**src/cidnm_pkg.sv**
```systemverilog
// Shared types and constants for the color identifier nearest-match block.
`default_nettype none
package cidnm_pkg;

  localparam int CHANNEL_BITS        = 8;
  localparam int MAX_ENTRIES_DEFAULT = 256;
  localparam int IDX_PORT_W          = 8;
  localparam int ENTRIES_W           = 9;
  localparam int DIST_W              = 2 * CHANNEL_BITS + 2;
  localparam int CFG_DATA_W          = 18;
  localparam int CFG_IDX_W           = 2;

  typedef enum logic {
    OP_WRITE = 1'b0,
    OP_PICK  = 1'b1
  } op_e;

  typedef enum logic [CFG_IDX_W-1:0] {
    REG_ENTRIES_IN_USE = 2'd0,
    REG_BLACK_LIMIT    = 2'd1,
    REG_MATCH_LIMIT    = 2'd2
  } cfg_reg_e;

  typedef enum logic [2:0] {
    ST_CLEAR,
    ST_IDLE,
    ST_BLACK,
    ST_BLACK_WAIT,
    ST_WALK,
    ST_FINISH
  } state_e;

  typedef struct packed {
    logic [CHANNEL_BITS-1:0] red;
    logic [CHANNEL_BITS-1:0] green;
    logic [CHANNEL_BITS-1:0] blue;
  } rgb_t;

  typedef struct packed {
    logic usable;
    rgb_t colour;
  } entry_t;

  typedef struct packed {
    logic [ENTRIES_W-1:0] entries_in_use;
    logic [DIST_W-1:0]    black_limit_sq;
    logic [DIST_W-1:0]    match_limit_sq;
  } cfg_t;

  typedef struct packed {
    logic                  op;
    logic [IDX_PORT_W-1:0] entry_index;
    rgb_t                  colour;
    logic                  entry_usable;
  } in_req_t;

  typedef struct packed {
    logic                  found;
    logic                  rejected_black;
    logic [IDX_PORT_W-1:0] match_index;
    logic [DIST_W-1:0]     match_distance_sq;
  } out_res_t;

  typedef struct packed {
    logic   valid;
    logic   usable;
    rgb_t   colour;
  } dist_req_t;

  typedef struct packed {
    logic              valid;
    logic              usable;
    logic [DIST_W-1:0] sq_dist;
  } dist_res_t;

endpackage
`default_nettype wire

```
**src/cidnm_dist.sv**
```systemverilog
// Two-stage squared Euclidean distance unit between a pixel and a colour.
`default_nettype none
module cidnm_dist #(
  parameter int IdxW = 8
) (
  input  logic                 clk_i,
  input  logic                 rst_ni,
  input  cidnm_pkg::dist_req_t req_i,
  input  logic [IdxW-1:0]      idx_i,
  input  cidnm_pkg::rgb_t      px_i,
  output cidnm_pkg::dist_res_t res_o,
  output logic [IdxW-1:0]      idx_o,
  output logic                 busy_o
);
  import cidnm_pkg::*;

  localparam int SqW = 2 * CHANNEL_BITS;

  function automatic logic [CHANNEL_BITS-1:0] abs_diff(
    input logic [CHANNEL_BITS-1:0] a,
    input logic [CHANNEL_BITS-1:0] b
  );
    return (a > b) ? (a - b) : (b - a);
  endfunction

  logic [CHANNEL_BITS-1:0] dr, dg, db;
  logic [SqW-1:0]          sq_r_q, sq_g_q, sq_b_q;
  logic                    a_vld_q, a_usable_q;
  logic [IdxW-1:0]         a_idx_q;
  logic                    b_vld_q, b_usable_q;
  logic [IdxW-1:0]         b_idx_q;
  logic [DIST_W-1:0]       b_dist_q;

  assign dr = abs_diff(px_i.red,   req_i.colour.red);
  assign dg = abs_diff(px_i.green, req_i.colour.green);
  assign db = abs_diff(px_i.blue,  req_i.colour.blue);

  always_ff @(posedge clk_i or negedge rst_ni) begin
    if (!rst_ni) begin
      a_vld_q <= 1'b0;
      b_vld_q <= 1'b0;
    end else begin
      a_vld_q <= req_i.valid;
      b_vld_q <= a_vld_q;
    end
  end

  always_ff @(posedge clk_i) begin
    sq_r_q     <= SqW'(dr) * SqW'(dr);
    sq_g_q     <= SqW'(dg) * SqW'(dg);
    sq_b_q     <= SqW'(db) * SqW'(db);
    a_usable_q <= req_i.usable;
    a_idx_q    <= idx_i;
    b_dist_q   <= DIST_W'(sq_r_q) + DIST_W'(sq_g_q) + DIST_W'(sq_b_q);
    b_usable_q <= a_usable_q;
    b_idx_q    <= a_idx_q;
  end

  assign res_o.valid   = b_vld_q;
  assign res_o.usable  = b_usable_q;
  assign res_o.sq_dist = b_dist_q;
  assign idx_o         = b_idx_q;
  assign busy_o        = a_vld_q | b_vld_q;

endmodule
`default_nettype wire

```
**config.mk**
```make
export PLATFORM = sky130hd
export DESIGN_NAME = cidnm_dist
export DESIGN_NICKNAME = d
export VERILOG_FILES = /design/src/cidnm_pkg.sv /design/src/cidnm_dist.sv
export SDC_FILE = /design/constraint.sdc
export NUM_CORES = 1
export LEC_CHECK = 0
export BUFFER_PORTS_ARGS = -buffer_cell sky130_fd_sc_hd__buf_2
export CAP_MARGIN = 25
export CORE_UTILIZATION = 56
export DETAILED_ROUTE_END_ITERATION = 10
export PLACE_DENSITY_LB_ADDON = 0.15
export SLEW_MARGIN = 20
export SYNTH_ARGS = -nofsm -noshare
export SYNTH_HDL_FRONTEND = slang
export SYNTH_SLANG_ARGS = --single-unit
```
**constraint.sdc**
```tcl
create_clock -name clk_i -period 3.4 [get_ports clk_i]
set_input_delay 0.34 -clock clk_i [delete_from_list [all_inputs] [get_ports clk_i]]
set_output_delay 0.34 -clock clk_i [all_outputs]
set_load 0.005 [all_outputs]
```
==> run summary, run 1 <==
status - finished, violations left
failing checks - setup timing
Worst setup SP type - primary input
synthesized area per cell - 9.33 sq um
top-area cell type share of the netlist area - 20.1%
gr ovfl total - 0
Post-synth EDFFs - 0
setup violators final - 36
H-Tree Level Count - 3
row count - 47
Total GRT Usage - 30.4%
Max clock buf depth - 2
Placer Congestion - 0.845
drt drc - 0
Final Hold Viols - 0
final hold slack - 97.0 ps
crit-path leading delay family - adder cells
vias in the first global route - 9402
Crit Path Max Fanout - 7
Worst Path Required - 3620 ps
min Tclk post-route - 5790 ps
register area share after synthesis - 17.3%
Clock Sinks - 83
Yosys cell types - 67
Max stage delay on crit path - 550 ps
Multi-input gate area - 8340 sq um
first-pass GRT wire length - 43.2 mm
Post-synth top cells - inv_1, ha_1, fa_1
clk root buf - clkbuf_16
Nets - 1732
die height - 133 um
Antenna Nets Post-Route - 0
Yosys warning count - 0
final setup margin - -2390 ps
Mapped Cells - 1036
final wirelength - 32.0 mm
Finished Cell Area - 14400 sq um
top post-synthesis cells by area - fa_1, ha_1, dfxtp_1
number of CTS-inserted buffers - 9
Slew Viols, Final - 0
top-count cell post-synth - inv_1
PortBufs - 88
Fmax - 173 MHz
Seq. cell area - 1670 sq um
WL/cell - 19.4 um
Ant. Diodes - 0
post-synth top area cell - fa_1
main flop type after synthesis - dfxtp_1
Starting Density - 57.9%
P&R area growth vs syn - 49.2%
normalized max-slew margin - 57.1%
Core Area - 16700 sq um
placed inst area - 12700 sq um
worst skew pair latency - 340 ps
crit-path most repeated cell - inv_2
Starting DRT DRC Count - 587
share of layout cells above drive strength 1 - 46.1%
Setup CP Type - primary input to register
routed vias/inst - 5.63
Post-synth ARST share - 2.41%
clk_skew - 6.19 ps
Crit-path slowest cell - fa_1
I/O pin count - 89
Tcrit/Tclk final - 170%
largest net degree at the start of global routing - 16
Die X - 133 um
DP Wirelength - 17.7 mm
Placement Setup Slack - -2740 ps
mapped cell area - 9660 sq um
vias - 9296
RSZ-0062 raised after global routing - true
Worst Hold Class - primary input to register
Data arrival, critical path - 6010 ps
initial antenna violation count - 0
Clock transition at path regs - 70 ps
CP endpoint kind - register
Buffers & Inverters on Critical Path - 8
DR pass1 iterations - 5
worst slew pin tran - 643 ps
CTS tree - yes
setup_tns - -64340 ps
Seq cells post-synth - 83
die area - 17800 sq um
fillers - 775
Max Cap Viol - 0
path summary, 6_finish.rpt:
kind | to | start | slack [ps] | cells past startpoint
worst min-delay path | a_idx_q[4] | idx_i[4] | 100 | 1
worst min register to register | idx_o[4] | a_idx_q[4] | 330 | 0
worst max-delay path | sq_r_q[12] | px_i[16] | -2390 | 28
min in group asynchronous | a_vld_q | rst_ni | 300 | 2
max in group asynchronous | b_vld_q | rst_ni | 3000 | 2
worst max register to register | b_dist_q[17] | sq_r_q[3] | 390 | 9
per-layer routing:
| metal | global-route usage, % | vias up | routed length, um |
|---|---|---|---|
| met4 | 13.2 | 0 | 2060 |
| li1 | - | 4128 | - |
| met5 | 0 | - | 0 |
| met2 | 54.9 | 495 | 16400 |
| met3 | 4.64 | 192 | 1790 |
| met1 | 35.5 | 4481 | 11700 |
cell type report:
type / count / area share, %
Inverter: 201 / 5.58
Sequential cell: 83 / 11.6
Multi-Input combinational cell: 732 / 57.8
Timing Repair Buffer: 399 / 20.9
Clock inverter: 6 / 0.495
Tap cell: 220 / 1.91
Clock buffer: 10 / 1.66
layout by cell type, fill, tap and decap left out, types with 17 or more instances in the layout:
master and n:
a21o_1 32, a21oi_1 43, buf_2 84, buf_4 262, buf_6 48, dfxtp_1 81
fa_1 88, ha_1 112, ha_4 31, inv_1 149, inv_2 44, nand2_1 28
nor2_1 73, xnor2_1 33, xor2_1 17
metrics by stage:
step / utilization, % / instances
CTS: 82.9 / 1633
finish: 86.3 / 1651
global route: 86.3 / 1651
global placement: 75.9 / 1576
floorplan: - / 1038
detailed placement: 75.9 / 1576
state kept, by name, indices dropped and copies added (netlist names):
| signal | count |
|---|---|
| a_idx_q | 8 |
| b_vld_q | 1 |
| b_usable_q | 1 |
| b_dist_q | 18 |
| a_usable_q | 1 |
| sq_g_q | 15 |
| a_vld_q | 1 |
| idx_o | 8 |
| sq_r_q | 15 |
| sq_b_q | 15 |
logic make-up after synthesis:
family / after synthesis / synth area share [%]
buf+inv: 223 / 9.31
compound gates: 171 / 12.3
mux: 19 / 2.40
xor+xnor: 76 / 8.21
other cells: 1 / 0.0388
fa+ha+maj: 246 / 39.4
simple gates: 217 / 11.1
flops: 83 / 17.3
what timing repair did:
item,in CTS,in global routing
resized for setup,123,96
buffers inserted,47,26
pin swaps,97,94
hold buffers,1,0
endpoints found under the setup margin,36,36
hold endpoints to repair,2,0
gates cloned,0,0
Power of run 1 is not shown: default switching activity piles up to over one toggle a cycle in this logic, so the estimate is an artifact.
==> run 2, diff against run 1 <==
--- a/config.mk
+++ b/config.mk
@@ -10,6 +10,7 @@
 export CORE_UTILIZATION = 56
 export DETAILED_ROUTE_END_ITERATION = 10
 export PLACE_DENSITY_LB_ADDON = 0.15
+export SETUP_SLACK_MARGIN = 0.5
 export SLEW_MARGIN = 20
 export SYNTH_ARGS = -nofsm -noshare
 export SYNTH_HDL_FRONTEND = slang
==> run summary, run 2 (same netlist as run 1, synthesis figures left out) <==
Worst setup SP type - primary input
H-Tree Level Count - 3
Metal-1 WL - 12.0 mm
Buffers & Inverters on Critical Path - 7
P&R area growth vs syn - 50.8%
Starting Density - 57.9%
CP endpoint kind - register
drt drc - 0
first-pass GRT wire length - 41.8 mm
Max stage delay on crit path - 530 ps
RSZ-0062 raised after global routing - true
Worst Path Required - 3610 ps
Ant. Diodes - 0
Antenna Nets Post-Route - 0
Placement Setup Slack - -2740 ps
WL/cell - 19.2 um
R2R Path Start - sq_r_q[3]
Worst Hold Class - primary input to register
worst slew pin tran - 513 ps
crit-path leading delay family - adder cells
failing checks - setup timing
normalized max-slew margin - 65.3%
Data arrival, critical path - 6110 ps
worst setup path end - sq_r_q[12]
Biggest register - b_dist_q
I/O pin count - 89
Starting DRT DRC Count - 581
metal2 WL - 16.6 mm
vias - 9183
FF-to-FF setup slack - 430 ps
clk root buf - clkbuf_16
Crit-path slowest cell - fa_1
final non-filler cell total - 1651
final setup margin - -2490 ps
DR pass1 iterations - 6
final wirelength - 31.8 mm
Inst Count DP - 1573
die height - 133 um
Core Area - 16700 sq um
Crit Path Max Fanout - 5
uppermost layer routed - met4
most frequent cells in the layout - buf_4, inv_1, ha_1
initial antenna violation count - 0
total length of routed met3 wires - 1.48 mm
Crit. path cell count - 25
largest net degree at the start of global routing - 18
max FFs per register - 18
Max Cap Viol - 0
Worst Setup SP - px_i[16]
worst skew pair latency - 350 ps
routed vias/inst - 5.56
fillers - 745
PortBufs - 88
Tcrit/Tclk final - 173%
Nets - 1732
gr ovfl total - 0
status - finished, violations left
vias in the first global route - 9080
setup_tns - -62930 ps
CTS tree - yes
share of layout cells above drive strength 1 - 47.2%
Clock transition at path regs - 70 ps
die area - 17800 sq um
most common cell after layout, fill and taps aside - buf_4
Die X - 133 um
Setup CP Type - primary input to register
row count - 47
number of CTS-inserted buffers - 9
Slew Viols, Final - 0
Placer Congestion - 0.854
cells on worst reg2reg path - 9
DP Wirelength - 17.7 mm
final hold slack - 95.6 ps
Final Hold Viols - 0
Total GRT Usage - 29.2%
r2r endpoint - b_dist_q[12]
setup violators final - 36
Clock Sinks - 83
Max clock buf depth - 2
Fmax - 170 MHz
clk_skew - 9.51 ps
min Tclk post-route - 5890 ps
crit-path most repeated cell - fa_1
[run 2: how the worst min path moves through the flow]
stage | from | end | slack, ps | cells after the start
after floorplan | rst_ni | a_vld_q | 40 | 0
after global placement | rst_ni | b_vld_q | 120 | 1
after detailed placement | rst_ni | a_vld_q | 130 | 1
after CTS | idx_i[4] | a_idx_q[4] | 90 | 1
after global routing | req_i[24] | a_usable_q | 80 | 1
final | idx_i[1] | a_idx_q[1] | 100 | 1
[run 2: layout make-up]
type | count | area (sq um) | area share [%]
multi-input cells | 733 | 8510 | 58.4
repair buffers | 398 | 3030 | 20.8
flip-flops and latches | 83 | 1670 | 11.5
inverters | 201 | 800 | 5.48
well taps | 220 | 275 | 1.89
clock buffers | 9 | 225 | 1.54
clock inverters | 7 | 67.6 | 0.463
[run 2: metal layers]
metal | up-vias | GRT usage (%)
met5 | - | 0
met4 | 0 | 8.65
li1 | 4124 | -
met3 | 133 | 4.30
met1 | 4524 | 35.1
met2 | 402 | 53.6
[run 2: metrics by stage]
stage	utilization, %	instance area (sq um)
floorplan	-	10200
global placement	75.8	12700
detailed placement	75.8	12700
CTS	82.8	13800
global route	87.3	14600
finish	87.3	14600
[run 2: repair_timing]
action | in CTS | in global routing
endpoints found under the hold margin | 2 | 0
hold buffers | 1 | 0
setup buffers | 36 | 24
setup endpoints to repair | 42 | 44
pin swaps | 107 | 92
gates cloned | 0 | 1
resized for setup | 131 | 109
Power of run 2 is left out for the same reason.
