--- src/cidnm_pkg.sv ---
// Shared types and constants for the color identifier nearest-match block.
`default_nettype none
package cidnm_pkg;

  localparam int CHANNEL_BITS        = 8;
  localparam int MAX_ENTRIES_DEFAULT = 256;
  localparam int IDX_PORT_W          = 8;
  localparam int ENTRIES_W           = 9;
  localparam int DIST_W              = 2 * CHANNEL_BITS + 2;
  localparam int CFG_DATA_W          = 18;
  localparam int CFG_IDX_W           = 2;

  typedef enum logic {
    OP_WRITE = 1'b0,
    OP_PICK  = 1'b1
  } op_e;

  typedef enum logic [CFG_IDX_W-1:0] {
    REG_ENTRIES_IN_USE = 2'd0,
    REG_BLACK_LIMIT    = 2'd1,
    REG_MATCH_LIMIT    = 2'd2
  } cfg_reg_e;

  typedef enum logic [2:0] {
    ST_CLEAR,
    ST_IDLE,
    ST_BLACK,
    ST_BLACK_WAIT,
    ST_WALK,
    ST_FINISH
  } state_e;

  typedef struct packed {
    logic [CHANNEL_BITS-1:0] red;
    logic [CHANNEL_BITS-1:0] green;
    logic [CHANNEL_BITS-1:0] blue;
  } rgb_t;

  typedef struct packed {
    logic usable;
    rgb_t colour;
  } entry_t;

  typedef struct packed {
    logic [ENTRIES_W-1:0] entries_in_use;
    logic [DIST_W-1:0]    black_limit_sq;
    logic [DIST_W-1:0]    match_limit_sq;
  } cfg_t;

  typedef struct packed {
    logic                  op;
    logic [IDX_PORT_W-1:0] entry_index;
    rgb_t                  colour;
    logic                  entry_usable;
  } in_req_t;

  typedef struct packed {
    logic                  found;
    logic                  rejected_black;
    logic [IDX_PORT_W-1:0] match_index;
    logic [DIST_W-1:0]     match_distance_sq;
  } out_res_t;

  typedef struct packed {
    logic   valid;
    logic   usable;
    rgb_t   colour;
  } dist_req_t;

  typedef struct packed {
    logic              valid;
    logic              usable;
    logic [DIST_W-1:0] sq_dist;
  } dist_res_t;

endpackage
`default_nettype wire

--- src/cidnm_ctrl.sv ---
// Sequencer: table clear, entry writes, black check, table walk and result register.
`default_nettype none
module cidnm_ctrl #(
  parameter int MaxEntries = cidnm_pkg::MAX_ENTRIES_DEFAULT
) (
  input  logic                          clk_i,
  input  logic                          rst_ni,
  input  cidnm_pkg::cfg_t               cfg_i,
  input  logic                          in_valid_i,
  output logic                          in_ready_o,
  input  cidnm_pkg::in_req_t            in_req_i,
  output logic                          out_valid_o,
  input  logic                          out_ready_i,
  output cidnm_pkg::out_res_t           out_res_o,
  output logic                          mem_we_o,
  output logic [$clog2(MaxEntries)-1:0] mem_waddr_o,
  output cidnm_pkg::entry_t             mem_wdata_o,
  output logic                          mem_re_o,
  output logic [$clog2(MaxEntries)-1:0] mem_raddr_o,
  input  cidnm_pkg::entry_t             mem_rdata_i,
  output cidnm_pkg::dist_req_t          dist_req_o,
  output logic [$clog2(MaxEntries)-1:0] dist_idx_o,
  output cidnm_pkg::rgb_t               dist_px_o,
  input  cidnm_pkg::dist_res_t          dist_res_i,
  input  logic [$clog2(MaxEntries)-1:0] dist_idx_i,
  input  logic                          dist_busy_i
);
  import cidnm_pkg::*;

  localparam int IdxW = $clog2(MaxEntries);
  localparam int CntW = ($clog2(MaxEntries + 1) > ENTRIES_W) ? $clog2(MaxEntries + 1)
                                                            : ENTRIES_W;
  localparam int ExtW = (IdxW > IDX_PORT_W) ? IdxW : IDX_PORT_W;

  state_e            state_q, state_d;
  logic [CntW-1:0]   cnt_q, n_q, n_d, eu_ext;
  rgb_t              px_q;
  logic [DIST_W-1:0] best_q;
  logic [IdxW-1:0]   best_idx_q, rd_idx_q;
  logic              found_q, reject_q, rd_vld_q;
  logic              out_valid_q;
  out_res_t          out_res_q;
  logic [ExtW-1:0]   wr_idx_ext, best_idx_ext;
  logic              wr_in_range, pick_start, black_issue, load_out, reject_hit, best_hit;

  assign eu_ext       = CntW'(cfg_i.entries_in_use);
  assign n_d          = (eu_ext > CntW'(MaxEntries)) ? CntW'(MaxEntries) : eu_ext;
  assign wr_idx_ext   = ExtW'(in_req_i.entry_index);
  assign wr_in_range  = ({1'b0, wr_idx_ext} < (ExtW + 1)'(MaxEntries));
  assign best_idx_ext = ExtW'(best_idx_q);
  assign reject_hit   = dist_res_i.sq_dist < cfg_i.black_limit_sq;
  assign best_hit     = (state_q == ST_WALK) && dist_res_i.valid && dist_res_i.usable
                        && (dist_res_i.sq_dist < best_q);

  always_comb begin
    state_d     = state_q;
    in_ready_o  = 1'b0;
    mem_we_o    = 1'b0;
    mem_waddr_o = cnt_q[IdxW-1:0];
    mem_wdata_o = '0;
    mem_re_o    = 1'b0;
    pick_start  = 1'b0;
    black_issue = 1'b0;
    load_out    = 1'b0;
    unique case (state_q)
      ST_CLEAR: begin
        mem_we_o = 1'b1;
        if (cnt_q == CntW'(MaxEntries - 1)) begin
          state_d = ST_IDLE;
        end
      end
      ST_IDLE: begin
        in_ready_o = 1'b1;
        if (in_valid_i) begin
          if (in_req_i.op == OP_WRITE) begin
            mem_we_o           = wr_in_range;
            mem_waddr_o        = wr_idx_ext[IdxW-1:0];
            mem_wdata_o.usable = in_req_i.entry_usable;
            mem_wdata_o.colour = in_req_i.colour;
          end else begin
            pick_start = 1'b1;
            state_d    = ST_BLACK;
          end
        end
      end
      ST_BLACK: begin
        black_issue = 1'b1;
        state_d     = ST_BLACK_WAIT;
      end
      ST_BLACK_WAIT: begin
        if (dist_res_i.valid) begin
          state_d = reject_hit ? ST_FINISH : ST_WALK;
        end
      end
      ST_WALK: begin
        if (cnt_q < n_q) begin
          mem_re_o = 1'b1;
        end else if (!rd_vld_q && !dist_busy_i) begin
          state_d = ST_FINISH;
        end
      end
      ST_FINISH: begin
        if (!out_valid_q || out_ready_i) begin
          load_out = 1'b1;
          state_d  = ST_IDLE;
        end
      end
      default: state_d = ST_IDLE;
    endcase
  end

  assign mem_raddr_o = cnt_q[IdxW-1:0];

  always_ff @(posedge clk_i or negedge rst_ni) begin
    if (!rst_ni) begin
      state_q     <= ST_CLEAR;
      cnt_q       <= '0;
      rd_vld_q    <= 1'b0;
      out_valid_q <= 1'b0;
    end else begin
      state_q  <= state_d;
      rd_vld_q <= mem_re_o;
      if (pick_start) begin
        cnt_q <= '0;
      end else if (state_q == ST_CLEAR || mem_re_o) begin
        cnt_q <= cnt_q + CntW'(1);
      end
      if (load_out) begin
        out_valid_q <= 1'b1;
      end else if (out_ready_i) begin
        out_valid_q <= 1'b0;
      end
    end
  end

  always_ff @(posedge clk_i) begin
    rd_idx_q <= mem_raddr_o;
    if (pick_start) begin
      px_q       <= in_req_i.colour;
      n_q        <= n_d;
      best_q     <= cfg_i.match_limit_sq;
      best_idx_q <= '0;
      found_q    <= 1'b0;
      reject_q   <= 1'b0;
    end else begin
      if (state_q == ST_BLACK_WAIT && dist_res_i.valid && reject_hit) begin
        reject_q <= 1'b1;
      end
      if (best_hit) begin
        best_q     <= dist_res_i.sq_dist;
        best_idx_q <= dist_idx_i;
        found_q    <= 1'b1;
      end
    end
    if (load_out) begin
      out_res_q.found             <= found_q;
      out_res_q.rejected_black    <= reject_q;
      out_res_q.match_index       <= best_idx_ext[IDX_PORT_W-1:0];
      out_res_q.match_distance_sq <= found_q ? best_q : '0;
    end
  end

  assign dist_req_o.valid  = rd_vld_q | black_issue;
  assign dist_req_o.usable = black_issue | mem_rdata_i.usable;
  assign dist_req_o.colour = black_issue ? '0 : mem_rdata_i.colour;
  assign dist_idx_o        = rd_idx_q;
  assign dist_px_o         = px_q;
  assign out_valid_o       = out_valid_q;
  assign out_res_o         = out_res_q;

  a_best_within_limit: assert property (@(posedge clk_i) disable iff (!rst_ni)
    (state_q == ST_WALK) |-> (best_q <= cfg_i.match_limit_sq))
    else $error("best distance above match limit");

  a_walk_count_bound: assert property (@(posedge clk_i) disable iff (!rst_ni)
    (state_q == ST_WALK) |-> (cnt_q <= n_q))
    else $error("walk counter past search length");

  a_write_only_idle: assert property (@(posedge clk_i) disable iff (!rst_ni)
    mem_we_o |-> (state_q == ST_CLEAR || state_q == ST_IDLE))
    else $error("table write during a search");

  a_dist_when_waiting: assert property (@(posedge clk_i) disable iff (!rst_ni)
    dist_res_i.valid |-> (state_q == ST_BLACK_WAIT || state_q == ST_WALK))
    else $error("distance result with no consumer");

  a_found_xor_reject: assert property (@(posedge clk_i) disable iff (!rst_ni)
    out_valid_q |-> !(out_res_q.found && out_res_q.rejected_black))
    else $error("result both found and rejected");

endmodule
`default_nettype wire

--- config.mk ---
export PLATFORM = sky130hd
export DESIGN_NAME = cidnm_ctrl
export DESIGN_NICKNAME = d
export VERILOG_FILES = /design/src/cidnm_pkg.sv /design/src/cidnm_ctrl.sv
export SDC_FILE = /design/constraint.sdc
export NUM_CORES = 1
export LEC_CHECK = 0
export BUFFER_PORTS_ARGS = -buffer_cell sky130_fd_sc_hd__clkbuf_2
export CORE_UTILIZATION = 35
export DETAILED_ROUTE_END_ITERATION = 10
export HOLD_SLACK_MARGIN = 0.03
export MAX_ROUTING_LAYER = met4
export PLACE_DENSITY_LB_ADDON = 0.1
export SYNTH_ARGS = -nofsm -noshare
export SYNTH_HDL_FRONTEND = slang
export SYNTH_SLANG_ARGS = --single-unit
--- constraint.sdc ---
create_clock -name clk_i -period 10.9 [get_ports clk_i]
set_clock_uncertainty 0.15 [all_clocks]
set_input_delay 0.545 -clock clk_i [delete_from_list [all_inputs] [get_ports clk_i]]
set_output_delay 0.545 -clock clk_i [all_outputs]
set_load 0.01 [all_outputs]
==> run summary <==
In this run the deepest clock path goes through 2 buffers. The part of the Yosys area used for sequential elements came out at 0.548. The count of final max-slew check failures is 0. By startpoint and endpoint, the worst setup path is classified as reg2out. The via count is 4639. The global-route total usage across every layer came out at 0.183. The count of max-cap constraint violations came out at 0. The first-pass detailed-route iteration total is 4. The cell count after synthesis is 521. CTS saw 111 sinks. For this run, the top clock speed supported by timing is 289 MHz.

The initial utilization of the core area, before any placement, comes to 0.365. The synthesized netlist contains 45 unique library cells. The count of hold-fix buffers inserted at cts came out at 1. The number of H-tree levels is 3. The global-route wire length before repair came out at 22.5 mm. The most used flip-flop cell after synthesis is sky130_fd_sc_hd__edfxtp_1.

The number of antenna cells inserted is 0. Setup slack on the critical path of the routed design comes to 7440 ps. Compared with the post-synthesis result, the final layout area differs by 32.5%.

The number of flops mapped to enable cells by yosys is 79. The time the worst path needs with I/O delays and setup is 3460 ps. The root cell of the clock tree is sky130_fd_sc_hd__clkbuf_16. The worst setup slack after placement is 7510 ps. The clock-pin slew on the worst setup and hold paths came out at 70 ps.

The cell internal power dissipation is 941 uW. The max-slew headroom at the worst pin is 0.250. The total half-perimeter wirelength after legalization and detailed placement is 11.3 mm. The fill cell total of the finished layout is 1512. The total wire length came out at 14.5 mm. The Yosys step of the flow raised 0 warnings. The post-layout net count came out at 960.

The DRC violation count after routing came out at 0. The synthesized area per cell is 10.8 sq um. For the final routed database, the setup TNS stands at 0 ps. The net switching component of the power came out at 480 uW. Of the total power, the share spent switching nets is 0.338. Setup repair after global routing left no endpoint under its margin. The static power due to leakage came out at 3.66 nW. The initial detailed-routing violation count is 183. Once the clock tree was built, the resizer swapped 0 gates to a different size.

The floorplan die width came out at 129 microns. Of all nets on the critical path, the largest fanout is 34. The run finished with clean final reports. The post-detailed-route via-to-cell ratio came out at 4.66.

The area inside the core boundary came out at 0.0154 sq mm. The initial antenna violation count came out at 0. At the pin with the least slew margin, the transition time is 1120 ps. The remaining antenna violation count after routing is 0.

The count of endpoints failing setup in the final report is 0. Of the total power, combinational logic draws 0.308. The I/O pin total came out at 268. The fraction of layout cells with a size suffix above 1 came out at 0.392. Counting flops and latches in the post-synthesis netlist gives 111. At the worst endpoint, the required time is 10210 ps. The worst reg2reg path depth came out at 7.

After global routing the overflow that remains totals 0. The worst hold path cell count is 1. The average wire per standard cell came out at 14.6 microns. Dividing total power by cell area gives a power density of 191 mW/mm^2. The share of the cycle needed by the critical path after routing came out at 0.317. The sequential fraction of design power came out at 0.442. The peak supply drop is 0.000128 V. The overall die area is 0.0166 sq mm.

The number of placed instances, taps included is 978. The row count came out at 45. The cell area after synthesis is 0.00563 sq mm. The clock insertion delay at the later pin of the skew report is 350 ps. Input and output buffers added on the ports amount to 267. The final core area utilization is 0.483. In the synthesized netlist the async set-or-reset flop fraction comes to 0.126. The number of buffers created by CTS came out at 9.

TritonCTS built the clock tree. The non-filler instance count after layout is 995. The type of the worst min-delay path is in2reg. On the final layout, the worst hold slack is 228 ps. The worst setup path is launched from a register.

The routability congestion estimate from global placement came out at 0.845. The count of final hold-check violations is 0. Data on the critical path arrives at its endpoint at 2760 ps. The via count of the first global-routing pass is 4551. Of the total power, the clock network draws 0.250. The die is 129 microns tall. The sequential cells in the finished layout cover a total of 0.00308 sq mm. The post-CTS repair timing setup buffer count is 0. The largest net degree at the start of global routing came out at 50. The worst setup path is captured at an output pin. Counting every net in the synthesized netlist gives 702. The multi-input combinational cell area came out at 0.00224 sq mm.
## placed cells by master, fill, tap and decap left out, types with 3 or more instances in the layout
cell type and instances:
sky130_fd_sc_hd__or3_1 3, sky130_fd_sc_hd__nand2b_1 5, sky130_fd_sc_hd__and3_1 3, sky130_fd_sc_hd__or2_2 3
sky130_fd_sc_hd__nor3_1 4, sky130_fd_sc_hd__ha_1 44, sky130_fd_sc_hd__dfrtp_1 14, sky130_fd_sc_hd__clkbuf_2 267
sky130_fd_sc_hd__nand3_1 19, sky130_fd_sc_hd__clkbuf_16 9, sky130_fd_sc_hd__nor2b_1 35, sky130_fd_sc_hd__nor2_1 10
sky130_fd_sc_hd__edfxtp_1 79, sky130_fd_sc_hd__a21oi_1 24, sky130_fd_sc_hd__mux2_2 8, sky130_fd_sc_hd__inv_1 48
sky130_fd_sc_hd__nand2_1 65, sky130_fd_sc_hd__and2_1 46, sky130_fd_sc_hd__a211oi_1 5, sky130_fd_sc_hd__o21ai_0 25
sky130_fd_sc_hd__dfxtp_1 18, sky130_fd_sc_hd__nor2_2 3, sky130_fd_sc_hd__nand4_1 5, sky130_fd_sc_hd__a21o_1 4
## stage by stage
stage	total power [mW]	area, sq um
floorplan	0.901	5630
global placement	1.08	7120
detailed placement	1.09	7120
CTS	1.44	7450
global route	1.52	7450
finish	1.42	7450
## critical path: stages, from the launching register on
cell,delay [ps]
sky130_fd_sc_hd__dfrtp_1,540
sky130_fd_sc_hd__nand2b_1,190
sky130_fd_sc_hd__nor2_2,190
sky130_fd_sc_hd__nand2_1,90
sky130_fd_sc_hd__nor2_2,840
sky130_fd_sc_hd__mux2_2,430
sky130_fd_sc_hd__clkbuf_2,130
## per-layer routing
layer  up-vias  share of wire  track usage
met4         0          0.018       0.0595
met3        17          0.044       0.0387
met5         -              0            -
met1      2179           0.41        0.207
li1       2304              -            -
met2       139           0.53        0.322
## kinds of logic (layout without fill, tap and decap cells)
logic type | count (synthesis) | count (layout) | share of synthesized area
mux | 10 | 10 | 0.0196
fa+ha+maj | 44 | 44 | 0.0978
flops | 111 | 111 | 0.548
compound gates | 76 | 76 | 0.0836
buf+inv | 72 | 335 | 0.0558
simple gates | 208 | 208 | 0.195
## final timing paths
kind | from | slack (ps) | to
max | state_q[0]$_DFFE_PN0P_ | 7440 | mem_waddr_o[0]
min | in_req_i[13] | 230 | dist_px_o[12]$_DFFE_PP_
max reg2reg | best_q[15]$_DFFE_PP_ | 7840 | best_q[17]$_DFFE_PP_
min reg2reg | best_idx_ext[3]$_SDFFE_PP0P_ | 290 | out_res_o[21]$_DFFE_PP_
max in group asynchronous | rst_ni | 9800 | state_q[1]$_DFFE_PN0P_
min in group asynchronous | rst_ni | 520 | cnt_q[1]$_DFFE_PN0P_
## registers in the layout, summed over array words and instances, names as in the netlist
| name | cells |
|---|---|
| dist_px_o | 24 |
| found_q | 1 |
| dist_idx_o | 8 |
| out_res_o | 28 |
| out_valid_o | 1 |
| n_q | 9 |
| best_q | 18 |
| state_q | 3 |
| cnt_q | 9 |
| rd_vld_q | 1 |
| reject_q | 1 |
| best_idx_ext | 8 |
## power by group through the flow
stage                     Clock [mW]  Sequential (mW)  Combinational (mW)
final                          0.355            0.628               0.438
after global routing           0.381            0.643               0.492
after CTS                      0.364            0.632               0.447
after detailed placement           0            0.641               0.444
after global placement             0            0.639               0.438
after floorplan                    0            0.628               0.274
## Yosys cell counts, types with 2 or more instances
master | instances | area [sq um]
sky130_fd_sc_hd__and3_1 | 3 | 18.8
sky130_fd_sc_hd__nor3_1 | 4 | 20.0
sky130_fd_sc_hd__nand4_1 | 5 | 31.3
sky130_fd_sc_hd__buf_2 | 5 | 25.0
sky130_fd_sc_hd__nor2_1 | 11 | 41.3
sky130_fd_sc_hd__clkbuf_1 | 8 | 30.0
sky130_fd_sc_hd__a21o_1 | 4 | 30.0
sky130_fd_sc_hd__nand2_1 | 65 | 244
sky130_fd_sc_hd__and2_1 | 46 | 288
sky130_fd_sc_hd__or3_1 | 3 | 18.8
sky130_fd_sc_hd__a211oi_1 | 5 | 37.5
sky130_fd_sc_hd__a2111o_1 | 2 | 22.5
sky130_fd_sc_hd__edfxtp_1 | 79 | 2370
sky130_fd_sc_hd__and4_1 | 2 | 17.5
sky130_fd_sc_hd__or2_2 | 3 | 18.8
sky130_fd_sc_hd__nand3_1 | 19 | 95.1
sky130_fd_sc_hd__nor2_2 | 3 | 18.8
sky130_fd_sc_hd__mux2_2 | 8 | 90.1
sky130_fd_sc_hd__ha_1 | 44 | 551
sky130_fd_sc_hd__inv_1 | 49 | 184
sky130_fd_sc_hd__a21oi_1 | 24 | 120
sky130_fd_sc_hd__nor2b_1 | 35 | 219
sky130_fd_sc_hd__mux2i_1 | 2 | 20.0
sky130_fd_sc_hd__nand2b_1 | 5 | 31.3
sky130_fd_sc_hd__a41oi_1 | 2 | 17.5
sky130_fd_sc_hd__buf_4 | 10 | 75.1
sky130_fd_sc_hd__o31ai_1 | 2 | 15.0
sky130_fd_sc_hd__o21ai_0 | 26 | 130
sky130_fd_sc_hd__dfrtp_1 | 14 | 350
sky130_fd_sc_hd__dfxtp_1 | 18 | 360
## layout make-up
type | count | area share
Sequential cell | 111 | 0.414
Multi-Input combinational cell | 338 | 0.301
Timing Repair Buffer | 270 | 0.183
Tap cell | 211 | 0.0354
Clock buffer | 9 | 0.0302
Inverter | 49 | 0.0247
Clock inverter | 7 | 0.0128
Note: power is estimated with default switching activity, not from simulation.
